$ cat src/bbo_pkg.sv
package bbo_pkg;

    localparam int DATA_W = 80;
    localparam int COORD_IN_W = 14;
    localparam int CFG_W = 13;
    localparam int SIZE_W = 14;
    localparam int RGB_W = 24;
    localparam logic [7:0] COLOR_FULL = 8'd255;
    localparam logic [7:0] COLOR_NONE = 8'd0;

    typedef enum logic [0:0] {
        REG_FRAME_WIDTH  = 1'b0,
        REG_FRAME_HEIGHT = 1'b1
    } t_reg;

    typedef enum logic [1:0] {
        KIND_FRAME = 2'd0,
        KIND_LOAD  = 2'd1,
        KIND_PIXEL = 2'd2,
        KIND_NONE  = 2'd3
    } t_kind;

    typedef enum logic [1:0] {
        ST_DONE   = 2'd0,
        ST_STORED = 2'd1,
        ST_EMPTY  = 2'd2,
        ST_FULL   = 2'd3
    } t_status;

    typedef struct packed {
        logic    valid;
        t_kind   kind;
        logic    hit;
        t_status status;
    } t_ctl;

endpackage

$ cat src/bbo_head.sv
module bbo_head #(
    parameter int MAX_BOXES = 16,
    parameter int MAX_DIMENSION = 4096,
    parameter int CW = 12,
    parameter int NW = 5,
    parameter int IW = 4
) (
    input  logic                            i_clk,
    input  logic                            i_rst_n,
    input  logic                            i_valid,
    input  logic                            i_take,
    input  logic [1:0]                      i_action,
    input  logic [bbo_pkg::COORD_IN_W-1:0]  i_box_left,
    input  logic [bbo_pkg::COORD_IN_W-1:0]  i_box_top,
    input  logic [bbo_pkg::COORD_IN_W-1:0]  i_box_right,
    input  logic [bbo_pkg::COORD_IN_W-1:0]  i_box_bottom,
    input  logic [bbo_pkg::CFG_W-1:0]       i_frame_width,
    input  logic [bbo_pkg::CFG_W-1:0]       i_frame_height,
    output bbo_pkg::t_ctl                   o_ctl,
    output logic [CW-1:0]                   o_col,
    output logic [CW-1:0]                   o_row,
    output logic [NW-1:0]                   o_count,
    output logic [IW-1:0]                   o_load_idx,
    output logic [4*CW-1:0]                 o_box
);
    import bbo_pkg::*;

    localparam logic [SIZE_W-1:0] MAXD = SIZE_W'(MAX_DIMENSION);
    localparam int SW = COORD_IN_W + 1;

    logic [CW-1:0] r_col, n_col;
    logic [CW-1:0] r_row, n_row;
    logic [NW-1:0] r_count, n_count;
    logic [SIZE_W-1:0] w_width, w_height;
    logic signed [SW-1:0] w_left, w_top, w_right, w_bottom, w_wmax, w_hmax;
    logic w_empty;
    t_kind w_kind;
    t_status w_status;

    always_comb begin
        if (i_frame_width == '0) begin
            w_width = SIZE_W'(1);
        end else if ({1'b0, i_frame_width} > MAXD) begin
            w_width = MAXD;
        end else begin
            w_width = {1'b0, i_frame_width};
        end
        if (i_frame_height == '0) begin
            w_height = SIZE_W'(1);
        end else if ({1'b0, i_frame_height} > MAXD) begin
            w_height = MAXD;
        end else begin
            w_height = {1'b0, i_frame_height};
        end
    end

    always_comb begin
        w_wmax   = $signed({1'b0, w_width - SIZE_W'(1)});
        w_hmax   = $signed({1'b0, w_height - SIZE_W'(1)});
        w_left   = $signed({i_box_left[COORD_IN_W-1], i_box_left});
        w_top    = $signed({i_box_top[COORD_IN_W-1], i_box_top});
        w_right  = $signed({i_box_right[COORD_IN_W-1], i_box_right});
        w_bottom = $signed({i_box_bottom[COORD_IN_W-1], i_box_bottom});
        if (w_left < 0) begin
            w_left = '0;
        end
        if (w_top < 0) begin
            w_top = '0;
        end
        if (w_right > w_wmax) begin
            w_right = w_wmax;
        end
        if (w_bottom > w_hmax) begin
            w_bottom = w_hmax;
        end
        w_empty = (w_left >= w_right) || (w_top >= w_bottom);
    end

    always_comb begin
        w_kind   = t_kind'(i_action);
        n_col    = r_col;
        n_row    = r_row;
        n_count  = r_count;
        w_status = ST_DONE;
        unique case (w_kind)
            KIND_FRAME: begin
                n_col   = '0;
                n_row   = '0;
                n_count = '0;
            end
            KIND_LOAD: begin
                if (w_empty) begin
                    w_status = ST_EMPTY;
                end else if (r_count >= NW'(MAX_BOXES)) begin
                    w_status = ST_FULL;
                end else begin
                    w_status = ST_STORED;
                    n_count  = r_count + NW'(1);
                end
            end
            KIND_PIXEL: begin
                if (SIZE_W'(r_col) + SIZE_W'(1) >= w_width) begin
                    n_col = '0;
                    if (SIZE_W'(r_row) + SIZE_W'(1) >= w_height) begin
                        n_row = '0;
                    end else begin
                        n_row = r_row + CW'(1);
                    end
                end else begin
                    n_col = r_col + CW'(1);
                end
            end
            KIND_NONE: begin
            end
            default: begin
            end
        endcase
    end

    always_ff @(posedge i_clk) begin
        if (!i_rst_n) begin
            r_col   <= '0;
            r_row   <= '0;
            r_count <= '0;
        end else if (i_take) begin
            r_col   <= n_col;
            r_row   <= n_row;
            r_count <= n_count;
        end
    end

    assign o_ctl.valid  = i_valid;
    assign o_ctl.kind   = w_kind;
    assign o_ctl.hit    = 1'b0;
    assign o_ctl.status = w_status;
    assign o_col        = r_col;
    assign o_row        = r_row;
    assign o_count      = r_count;
    assign o_load_idx   = r_count[IW-1:0];
    assign o_box        = {w_bottom[CW-1:0], w_right[CW-1:0], w_top[CW-1:0], w_left[CW-1:0]};

    a_count_bound: assert property (@(posedge i_clk) disable iff (!i_rst_n)
        r_count <= NW'(MAX_BOXES))
        else $error("box count above table size");

    a_frame_clears: assert property (@(posedge i_clk) disable iff (!i_rst_n)
        i_take && w_kind == KIND_FRAME |=> r_count == '0 && r_col == '0 && r_row == '0)
        else $error("frame start did not clear position and count");

    a_store_counts: assert property (@(posedge i_clk) disable iff (!i_rst_n)
        i_take && w_status == ST_STORED |=> r_count == $past(r_count) + NW'(1))
        else $error("stored box did not advance count");

endmodule

$ cat src/bbo_cell.sv
module bbo_cell #(
    parameter int CW = 12,
    parameter int NW = 5,
    parameter int IW = 4,
    parameter int INDEX = 0,
    parameter int THICKNESS = 2
) (
    input  logic                    i_clk,
    input  logic                    i_rst_n,
    input  logic                    i_adv,
    input  bbo_pkg::t_ctl           i_ctl,
    input  logic [CW-1:0]           i_col,
    input  logic [CW-1:0]           i_row,
    input  logic [NW-1:0]           i_count,
    input  logic [IW-1:0]           i_load_idx,
    input  logic [4*CW-1:0]         i_box,
    input  logic [bbo_pkg::RGB_W-1:0] i_rgb,
    output bbo_pkg::t_ctl           o_ctl,
    output logic [CW-1:0]           o_col,
    output logic [CW-1:0]           o_row,
    output logic [NW-1:0]           o_count,
    output logic [IW-1:0]           o_load_idx,
    output logic [4*CW-1:0]         o_box,
    output logic [bbo_pkg::RGB_W-1:0] o_rgb
);
    import bbo_pkg::*;

    localparam int EW = CW + 4;

    t_ctl r_ctl, n_ctl;
    logic [CW-1:0] r_col, r_row;
    logic [NW-1:0] r_count;
    logic [IW-1:0] r_load_idx;
    logic [4*CW-1:0] r_box;
    logic [RGB_W-1:0] r_rgb;
    logic [CW-1:0] r_left, r_top, r_right, r_bottom;
    logic [EW-1:0] w_c, w_r, w_l, w_t, w_rt, w_b;
    logic w_owned, w_in_cols, w_in_rows, w_row_edge, w_col_edge, w_match, w_store;

    always_comb begin
        w_c  = EW'(i_col);
        w_r  = EW'(i_row);
        w_l  = EW'(r_left);
        w_t  = EW'(r_top);
        w_rt = EW'(r_right);
        w_b  = EW'(r_bottom);
        w_owned    = NW'(INDEX) < i_count;
        w_in_cols  = (w_c >= w_l) && (w_c <= w_rt);
        w_in_rows  = (w_r >= w_t) && (w_r <= w_b);
        w_row_edge = ((w_r >= w_t) && (w_r < w_t + EW'(THICKNESS)))
                  || ((w_r <= w_b) && (w_r + EW'(THICKNESS) > w_b));
        w_col_edge = ((w_c >= w_l) && (w_c < w_l + EW'(THICKNESS)))
                  || ((w_c <= w_rt) && (w_c + EW'(THICKNESS) > w_rt));
        w_match = w_owned && ((w_in_cols && w_row_edge) || (w_in_rows && w_col_edge));
        n_ctl = i_ctl;
        n_ctl.hit = i_ctl.hit || (i_ctl.kind == KIND_PIXEL && w_match);
        w_store = i_adv && i_ctl.valid && i_ctl.kind == KIND_LOAD
               && i_ctl.status == ST_STORED && i_load_idx == IW'(INDEX);
    end

    always_ff @(posedge i_clk) begin
        if (!i_rst_n) begin
            r_ctl <= '0;
        end else if (i_adv) begin
            r_ctl <= n_ctl;
        end
    end

    always_ff @(posedge i_clk) begin
        if (i_adv) begin
            r_col      <= i_col;
            r_row      <= i_row;
            r_count    <= i_count;
            r_load_idx <= i_load_idx;
            r_box      <= i_box;
            r_rgb      <= i_rgb;
        end
        if (w_store) begin
            r_left   <= i_box[CW-1:0];
            r_top    <= i_box[2*CW-1:CW];
            r_right  <= i_box[3*CW-1:2*CW];
            r_bottom <= i_box[4*CW-1:3*CW];
        end
    end

    assign o_ctl      = r_ctl;
    assign o_col      = r_col;
    assign o_row      = r_row;
    assign o_count    = r_count;
    assign o_load_idx = r_load_idx;
    assign o_box      = r_box;
    assign o_rgb      = r_rgb;

endmodule

$ cat src/bbox_border_overlay.sv
// An accepted item passes through the row of MAX_BOXES box cells, each a register stage, on the way to its result.
// Throughput: one item per cycle; the whole cell row advances together and holds while the
// result at its end is not taken.
// Reset clears the raster position, the box count and all item valid flags, and loads the
// frame size registers with 1920 by 1080. The box cells need no clearing after reset.
module bbox_border_overlay #(
    parameter int MAX_BOXES = 16,
    parameter int BORDER_THICKNESS = 2,
    parameter int MAX_DIMENSION = 4096
) (
    input  logic                         i_clk,
    input  logic                         i_rst_n,
    input  logic                         i_s_axis_tvalid,
    output logic                         o_s_axis_tready,
    // box_left, box_top, box_right, box_bottom, pixel_red, pixel_green, pixel_blue
    input  logic [bbo_pkg::DATA_W-1:0]   i_s_axis_tdata,
    // action
    input  logic [1:0]                   i_s_axis_tuser,
    output logic                         o_m_axis_tvalid,
    input  logic                         i_m_axis_tready,
    // out_red, out_green, out_blue
    output logic [bbo_pkg::RGB_W-1:0]    o_m_axis_tdata,
    // on_border, status
    output logic [2:0]                   o_m_axis_tuser,
    input  logic                         i_cfg_valid,
    output logic                         o_cfg_ready,
    input  logic                         i_cfg_index,
    input  logic [bbo_pkg::CFG_W-1:0]    i_cfg_data
);
    import bbo_pkg::*;

    localparam int CW = $clog2(MAX_DIMENSION);
    localparam int NW = $clog2(MAX_BOXES + 1);
    localparam int IW = (MAX_BOXES > 1) ? $clog2(MAX_BOXES) : 1;
    localparam int N = MAX_BOXES;

    logic [CFG_W-1:0] r_frame_width, r_frame_height;
    logic w_adv, w_take, w_pixel, w_hit;
    t_ctl w_ctl [N+1];
    logic [CW-1:0] w_col [N+1];
    logic [CW-1:0] w_row [N+1];
    logic [NW-1:0] w_count [N+1];
    logic [IW-1:0] w_idx [N+1];
    logic [4*CW-1:0] w_box [N+1];
    logic [RGB_W-1:0] w_rgb [N+1];

    assign o_cfg_ready = 1'b1;

    always_ff @(posedge i_clk) begin
        if (!i_rst_n) begin
            r_frame_width  <= CFG_W'(1920);
            r_frame_height <= CFG_W'(1080);
        end else if (i_cfg_valid) begin
            unique case (t_reg'(i_cfg_index))
                REG_FRAME_WIDTH:  r_frame_width  <= i_cfg_data;
                REG_FRAME_HEIGHT: r_frame_height <= i_cfg_data;
                default: begin
                end
            endcase
        end
    end

    assign w_adv = !w_ctl[N].valid || i_m_axis_tready;
    assign w_take = i_s_axis_tvalid && w_adv;
    assign o_s_axis_tready = w_adv;
    assign w_rgb[0] = i_s_axis_tdata[79:56];

    bbo_head #(
        .MAX_BOXES(MAX_BOXES),
        .MAX_DIMENSION(MAX_DIMENSION),
        .CW(CW),
        .NW(NW),
        .IW(IW)
    ) u_head (
        .i_clk(i_clk),
        .i_rst_n(i_rst_n),
        .i_valid(i_s_axis_tvalid),
        .i_take(w_take),
        .i_action(i_s_axis_tuser),
        .i_box_left(i_s_axis_tdata[13:0]),
        .i_box_top(i_s_axis_tdata[27:14]),
        .i_box_right(i_s_axis_tdata[41:28]),
        .i_box_bottom(i_s_axis_tdata[55:42]),
        .i_frame_width(r_frame_width),
        .i_frame_height(r_frame_height),
        .o_ctl(w_ctl[0]),
        .o_col(w_col[0]),
        .o_row(w_row[0]),
        .o_count(w_count[0]),
        .o_load_idx(w_idx[0]),
        .o_box(w_box[0])
    );

    for (genvar g = 0; g < N; g++) begin : g_cell
        bbo_cell #(
            .CW(CW),
            .NW(NW),
            .IW(IW),
            .INDEX(g),
            .THICKNESS(BORDER_THICKNESS)
        ) u_cell (
            .i_clk(i_clk),
            .i_rst_n(i_rst_n),
            .i_adv(w_adv),
            .i_ctl(w_ctl[g]),
            .i_col(w_col[g]),
            .i_row(w_row[g]),
            .i_count(w_count[g]),
            .i_load_idx(w_idx[g]),
            .i_box(w_box[g]),
            .i_rgb(w_rgb[g]),
            .o_ctl(w_ctl[g+1]),
            .o_col(w_col[g+1]),
            .o_row(w_row[g+1]),
            .o_count(w_count[g+1]),
            .o_load_idx(w_idx[g+1]),
            .o_box(w_box[g+1]),
            .o_rgb(w_rgb[g+1])
        );
    end

    assign w_pixel = w_ctl[N].kind == KIND_PIXEL;
    assign w_hit = w_pixel && w_ctl[N].hit;

    always_comb begin
        if (w_hit) begin
            o_m_axis_tdata = {COLOR_NONE, COLOR_NONE, COLOR_FULL};
        end else if (w_pixel) begin
            o_m_axis_tdata = w_rgb[N];
        end else begin
            o_m_axis_tdata = '0;
        end
    end

    assign o_m_axis_tvalid = w_ctl[N].valid;
    assign o_m_axis_tuser = {w_ctl[N].status, w_hit};

    a_border_done: assert property (@(posedge i_clk) disable iff (!i_rst_n)
        o_m_axis_tvalid && o_m_axis_tuser[0] |-> o_m_axis_tuser[2:1] == ST_DONE)
        else $error("border pixel with a load status");

    a_stall_blocks: assert property (@(posedge i_clk) disable iff (!i_rst_n)
        o_m_axis_tvalid && !i_m_axis_tready |-> !o_s_axis_tready)
        else $error("item taken while result row is stalled");

endmodule

$ cat config.mk
export PLATFORM = sky130hd
export DESIGN_NAME = bbox_border_overlay
export DESIGN_NICKNAME = d
export VERILOG_FILES = /design/src/bbo_pkg.sv /design/src/bbo_head.sv /design/src/bbo_cell.sv /design/src/bbox_border_overlay.sv
export SDC_FILE = /design/constraint.sdc
export NUM_CORES = 2
export LEC_CHECK = 0
export ABC_AREA = 1
export BUFFER_PORTS_ARGS = -buffer_cell sky130_fd_sc_hd__buf_2
export CAP_MARGIN = 20
export CORE_ASPECT_RATIO = 1.4
export CORE_MARGIN = 4
export CORE_UTILIZATION = 30
export CTS_CLUSTER_DIAMETER = 200
export DETAILED_ROUTE_END_ITERATION = 8
export PLACE_DENSITY = 0.43
export SLEW_MARGIN = 20
export SYNTH_ARGS = -nofsm -noshare
export SYNTH_HDL_FRONTEND = slang
export SYNTH_SLANG_ARGS = --single-unit
$ cat constraint.sdc
create_clock -name i_clk -period 141.3 [get_ports i_clk]
set_input_delay 0 -clock i_clk [delete_from_list [all_inputs] [get_ports i_clk]]
set_output_delay 0 -clock i_clk [all_outputs]
set_load 0.02 [all_outputs]
# Word-level counts from Yosys, hierarchy flattened
# Cells that the tools add are included.
# Widths: inputs -> output; s select.
op_classes:
  addsub: 71
  multipliers: 0
  n_div: 0
  order_cmp: 155
  n_eq_ne: 67
  n_shift: 0
  muxes: 21
  n_bitwise: 1
  reduce_logical: 302
op_table:
  columns: ["op", "n"]
  rows:
  - ["$add 12x2->13 const B", 64]
  - ["$gt 16x12->1", 32]
  - ["$lt 12x16->1", 32]
  - ["$ge 12x12->1", 32]
  - ["$le 12x12->1", 32]
  - ["$logic_and 1x1->1", 225]
  - ["$logic_or 1x1->1", 65]
  - ["$eq 2x1->1 const B", 32]
  - ["$mux 15", 4]
  - ["$mux 24", 2]
  - ["$pmux 12 s2", 2]
  - ["$lt 4x5->1 const A", 8]
  - ["$mux 12", 3]
  - ["$eq 2x2->1 const B", 17]
  - ["$eq 4x4->1 const B", 8]
  - ["$ge 15x15->1", 2]
  - ["$gt 14x15->1", 2]
  - ["$ge 14x14->1", 2]
  - ["$lt 14x1->1 const B", 2]
  - ["$mux 14", 2]
  - ["$sub 14x1->14 const B", 2]
  - ["$add 12x1->13 const B", 2]
  - ["$gt 13x13->1 const B", 2]
  - ["$logic_not 13->1", 2]
  - ["22 further kinds", 41]
totals:
  ff_bits: 2518
  latchBits: 0
  ram_bits: 0
  mem_bits_ro: 0
  inputBits: 101
  output_inout_bits: 30
  memories: 0

# Longest topological paths before layout
logic_depth:
  depth_word: 13
  depth_mapped: 39
  ltp_nobuf: 37

# Cells and area by module
# Synthesis repeated with hierarchy kept, for this count alone.
unflattened:
  hier_cells: 12085
  hier_area_um2: 134471.5
by_module_without_submodules:
  columns: ["module", "instances", "cells_each", "area_per_inst_um2", "seq_area_each_um2"]
  rows:
  - ["bbo_cell at g_cell[10].u_cell ...", 2, 682, 8005.2, 4714.5]
  - ["bbo_cell at g_cell[9].u_cell", 1, 687, 8005.2, 4714.5]
  - ["bbo_cell at g_cell[14].u_cell", 1, 681, 8003.9, 4714.5]
  - ["bbo_cell at g_cell[1].u_cell", 1, 684, 7997.7, 4714.5]
  - ["bbo_cell at g_cell[13].u_cell", 1, 683, 7991.4, 4714.5]
  - ["bbo_cell at g_cell[15].u_cell", 1, 688, 7981.4, 4714.5]
  - ["bbo_cell at g_cell[0].u_cell", 1, 679, 7978.9, 4714.5]
  - ["bbo_cell at g_cell[4].u_cell", 1, 685, 7978.9, 4714.5]
  - ["bbo_cell at g_cell[6].u_cell", 1, 685, 7976.4, 4714.5]
  - ["bbo_cell at g_cell[8].u_cell", 1, 683, 7972.6, 4714.5]
  - ["bbo_cell at g_cell[7].u_cell", 1, 679, 7971.4, 4714.5]
  - ["bbo_cell at g_cell[11].u_cell", 1, 678, 7967.6, 4714.5]
  - ["bbo_cell at g_cell[2].u_cell", 1, 685, 7956.4, 4714.5]
  - ["bbo_cell at g_cell[5].u_cell", 1, 675, 7951.4, 4714.5]
  - ["3 more rows", null, null, null, null]

# Worst setup path before layout
# OpenSTA, ideal clock, no wires.
synth_timing:
  path_type: "register -> register"
  startpoint: "register g_cell[15].u_cell.r_ctl, in the netlist g_cell[15].u_cell.o_ctl[5]"
  endpoint: "register g_cell[0].u_cell.r_ctl, in the netlist g_cell[0].u_cell.o_ctl[0]"
  setup_ns: 1.688
  arrival_time_ns: 43.762
  path_slack_ns: 95.850
  stages_incl_launch_ff: 7
  period_less_slack_ns: 45.450
  path_cell_list: "dfxtp_1 -> inv_1 -> nor2_1 -> clkinv_1 -> clkbuf_1 -> clkbuf_1 -> a21oi_1"
synth_via:
  elab_chain_len: 2
synth_rtl:
  columns: ["element", "line_no", "text"]
  rows:
  - ["from (decl)", "bbo_cell.sv:30", "t_ctl r_ctl, n_ctl;"]
  - ["from (signal assigned)", "bbo_cell.sv:65", "r_ctl <= n_ctl;"]
  - ["$logic_not 1->1", "bbox_border_overlay.sv:63", "assign w_adv = !w_ctl[N].valid || i_m_axis_tready;"]
  - ["$logic_or 1x1->1", "bbox_border_overlay.sv:63", null]
  - ["net o_s_axis_tready", "bbox_border_overlay.sv:14", "output logic o_s_axis_tready,"]
  - ["to (signal assigned)", "bbo_cell.sv:65", null]
  - ["to (decl)", "bbo_cell.sv:30", null]
# The timed path passes the listed nets, and every way through them passes these cells.
# A chain may end at the register's enable or synchronous reset.

# Final worst setup path
layout_timing:
  startpoint: "register r_frame_height[3]"
  endpoint: "register g_cell[0].u_cell.r_bottom[2] (enable)"
layout_via:
  elab_chain_len: 13
  word_cells_on_any_way: 14
layout_rtl:
  columns: ["element", "line_no", "text"]
  rows:
  - ["from (decl)", "bbox_border_overlay.sv:37", "logic [CFG_W-1:0] r_frame_width, r_frame_height;"]
  - ["from (signal assigned)", "bbox_border_overlay.sv:56", "REG_FRAME_HEIGHT: r_frame_height <= i_cfg_data;"]
  - ["$gt 13x13->1", "bbo_head.sv:50", "end else if ({1'b0, i_frame_height} > MAXD) begin"]
  - ["$mux 13", "bbo_head.sv:50", null]
  - ["$mux 14 *", "bbo_head.sv:48", "if (i_frame_height == '0) begin"]
  - ["$sub 14x1->14 *", "bbo_head.sv:59", "w_hmax = $signed({1'b0, w_height - SIZE_W'(1)});"]
  - ["$gt 14x15->1", "bbo_head.sv:73", "if (w_bottom > w_hmax) begin"]
  - ["$mux 15 *", "bbo_head.sv:73", null]
  - ["net g_cell[0].u_cell.i_box[36]", "bbo_cell.sv:16", "input logic [4*CW-1:0] i_box,"]
  - ["$ge 15x15->1 *", "bbo_head.sv:76", "w_empty = (w_left >= w_right) || (w_top >= w_bottom);"]
  - ["$logic_or 1x1->1 *", "bbo_head.sv:76", null]
  - ["$mux 2 *", "bbo_head.sv:92", "if (w_empty) begin"]
  - ["$mux 2 *", "bbo_head.sv:85", "unique case (w_kind)"]
  - ["$eq 2x1->1 *", "bbo_cell.sv:58", "&& i_ctl.status == ST_STORED && i_load_idx == IW'(INDEX);"]
  - ["$logic_and 1x1->1 * (2 in series)", "bbo_cell.sv:58", null]
  - ["net g_cell[0].u_cell.w_store", "bbo_cell.sv:38", "logic w_owned, w_in_cols, w_in_rows, w_row_edge, w_col_edge, w_match, w_store;"]
  - ["to (signal assigned)", "bbo_cell.sv:82", "r_bottom <= i_box[4*CW-1:3*CW];"]
  - ["to (decl)", "bbo_cell.sv:36", "logic [CW-1:0] r_left, r_top, r_right, r_bottom;"]
# The timed path passes the listed nets; every way through them passes the cells marked *.

==> out/qor.yml <==
status:
  status: "finished, final reports clean"
grt:
  grt_start_max_net_pins: 159
  groute.usage.overall_pct: 15.2
  grt_pass1_wl_mm: 505
  grt-ovfl-total: 0
  grt_pass1_vias: 85900
  antenna_found_initial: 1
sta:
  min_period_ns: 7.14
  period_share_pct: 5.05
  fin_tns_setup_ns: 0
  slew_violations: 0
  hold_violations: 0
  setup_viol: 0
  skew_ns: 0.0705
  worst_pin_slew_ns: 1.09
  fmax_ghz: 0.140
  maxSlewHeadroom_pct: 27.3
  grt_setup_unrepaired: "no"
worst_setup_path:
  crit_path_max_fanout: 48
  crit_cells: 31
  worst-setup-path-type: "reg2reg"
  slowest_stage: "dlygate4sd3_1"
  crit_buf_inv: 3
  worst_setup_path_end_kind: "flip-flop"
  rr_startpoint: "r_frame_height[3]"
  regToRegSetupSlack_ns: 134.16
  cp_top_family: "simple AND/OR/NAND/NOR gates"
  critical_path.startpoint_type: "flip-flop"
  cpPeakStageDelay_ns: 0.98
  cp_common_cell: "nand2_1"
  startpoint: "r_frame_height[3]"
  cp.required_ns: 141.84
  r2r_cells: 31
  critical_path_arrival_ns: 7.67
synthesis:
  yosysUniqueCellTypes: 59
  yosysWarnings: 0
  synthFlopType: "edfxtp_1"
  seq_area_frac_synth_pct: 57.5
  synth_area_per_cell_um2: 11.5
  syn-cell-area_um2: 126000
  async_flop_share_pct: 0
  synth-edff-count: 2307
  synth-seq-cells: 2458
  syn_inst: 11000
cells_and_area:
  layout.cells.most_common: "edfxtp_1"
  layout_common_cells: "edfxtp_1 (2307), ha_1 (1620), inv_1 (1488)"
  area_growth_pct: 15.0
  fin_cells: 17300
  fill_cells: 40900
  final_cell_area_um2: 145000
  nets: 13300
  drive_gt1_share_pct: 5.36
clocking:
  clk_root_buffer_cell: "clkbuf_16"
  clock_path_buffers: 4
  cts_tree: "yes"
  clkTransAtPathRegs_ns: 0.06
  htreeDepth: 5
  numCtsBuffers: 279
  ctsResizeCount: 0
  clock_latency_ns: 0.92
  postCtsSetupRepairBufs: 0
  cts_sinks: 2458
pwr:
  p_seq_share_pct: 52.2
  switching_share_pct: 22.4
  irDropWorstVdd_mv: 0.00766
  cellLeakagePower_nw: 62.9
  p_switching_w: 0.000368
  cellPowerDensity_nw_per_um2: 11.4
  fin_total_pwr_w: 0.00165
  p_clk_share_pct: 43.9
  p_int_w: 0.00128
  p_comb_share_pct: 3.9
floorplan:
  core_area_um2: 418000
  die_x_um: 555
  die_h_um: 774
  rows: 281
  start_util_pct: 30.1
  ioPinCount: 131
  die-area_um2: 430000
route:
  wl_per_cell_um: 19.1
  routed_wl_mm: 331
  drc_errors: 0
  vias: 80300
  final_antenna_net_count: 0
  viasPerCell: 4.64
  firstDrtPassIters: 7
  drt_iter0_markers: 3441
place:
  hpwl_mm: 260
  gp_congestion: 0.885
  placed_cell_area_um2: 134000
  dpl.cell_count: 16600
  io_buffers: 129
min_path:
  hp-class: "in2reg"
  hold_path_depth: 4
  hp-start: "i_s_axis_tdata[17]"
run:
  drv_cap: 0
==> metrics by stage <==
stage          setup slack (ns)  util [%]  hold WS, ns
2_1_floorplan             95.85         -       0.0989
3_3_place_gp             134.05      31.9        0.181
3_5_place_dp             134.28      31.9        0.179
4_1_cts                  134.04      34.6      0.00244
5_1_grt                  133.63      34.6       0.0721
6_report                 134.16      34.6        0.108
==> cell usage after synthesis (3+ instances only) <==
cell type / instances / area [µm²]
dfxtp_1: 151 / 3020
o211ai_1: 76 / 571
and3_1: 7 / 43.8
buf_4: 9 / 67.6
edfxtp_1: 2307 / 69300
o21ai_0: 358 / 1790
nor4_1: 53 / 332
or2_2: 5 / 31.3
o31ai_1: 18 / 135
a31oi_1: 5 / 31.3
ha_1: 1620 / 20300
a211oi_1: 32 / 240
buf_6: 5 / 56.3
nand4_1: 183 / 1140
a21o_1: 8 / 60.1
buf_2: 4 / 20.0
o21bai_1: 16 / 120
a21oi_1: 816 / 4080
a22oi_1: 3 / 22.5
o21a_1: 56 / 420
clkinv_1: 5 / 18.8
clkbuf_1: 50 / 188
xor2_1: 519 / 4550
o21ai_1: 4 / 20.0
nand2_2: 6 / 37.5
nor2_1: 747 / 2800
xnor2_1: 69 / 604
o22ai_1: 14 / 87.6
a21boi_0: 5 / 37.5
nand3b_1: 10 / 75.1
nand3_1: 599 / 3000
o2111ai_1: 9 / 78.8
nor2_2: 4 / 25.0
inv_1: 1488 / 5590
nand2_1: 1417 / 5320
nor3_1: 246 / 1230
nor3b_1: 18 / 135
==> logic make-up after synthesis <==
kind of cell / count (synthesis) / synth area share [%]
other: 1 / 0.00298
xor gates and xnor gates: 588 / 4.09
adders and majority gates: 1620 / 16.1
and+or+nand+nor: 3309 / 11.4
AOI/OAI and AO/OA: 1429 / 6.18
buffers and inverters: 1565 / 4.73
muxes: 2 / 0.0159
DFF: 2458 / 57.5
==> power by group through the flow <==
stage	sequential (W)	clock (W)	combinational (W)
after floorplan	0.000857	0	0.0000412
after global placement	0.000876	0	0.0000596
after detailed placement	0.000877	0	0.0000610
after CTS	0.000861	0.000754	0.0000662
after global routing	0.000863	0.000782	0.0000748
final	0.000859	0.000723	0.0000648
==> state kept, by name, summed over array words and instances (netlist names), 180 cells and up <==
register	flops
g_cell.u_cell.r_left	192
g_cell.u_cell.o_col	180
g_cell.u_cell.r_right	192
g_cell.u_cell.r_bottom	192
g_cell.u_cell.r_top	192
g_cell.u_cell.o_row	180
g_cell.u_cell.o_rgb	384
g_cell.u_cell.o_box	720
==> path summary, 6_finish.rpt <==
check,end
setup / recovery,g_cell[0].u_cell.r_bottom[2]
hold / removal,g_cell[0].u_cell.r_top[3]
hold reg to reg,g_cell[4].u_cell.o_rgb[19]
setup reg to reg,g_cell[0].u_cell.r_bottom[2]
==> worst register-to-register path, delay by kind of cell (launching register included) <==
family | cells | cell delay [ns]
AO/OA/AOI/OAI | 3 | 0.45
buffers and inverters | 3 | 1.65
AND/OR/NAND/NOR | 21 | 3.14
flip-flops | 1 | 0.41
adder cells (fa/ha/maj) | 3 | 0.76
XOR/XNOR | 1 | 0.32
==> layout make-up <==
class	instances	area, µm²	share of cell area [%]
Sequential cell	2458	72300	50.0
Multi-Input combinational cell	6953	47700	32.9
Clock buffer	331	7330	5.07
Tap cell	5518	6900	4.77
Inverter	1495	5620	3.88
Timing Repair Buffer	389	3150	2.18
Clock inverter	166	1720	1.19
Antenna cell	4	10.0	0.00692
==> metal layers <==
metal | wire length (µm) | up-vias | GRT usage (%)
met5 | 0 | - | 0
met3 | 7360 | 638 | 1.61
met1 | 112000 | 38700 | 14.2
met4 | 17200 | 0 | 7.07
li1 | - | 39900 | -
met2 | 194000 | 1092 | 31.9
==> repair_timing <==
action | 4_1_cts | 5_1_grt
hold endpoints to repair | 284 | 0
endpoints found under the setup margin | 0 | 0
hold buffers | 209 | 0
Note: power is estimated with default switching activity, not from simulation.
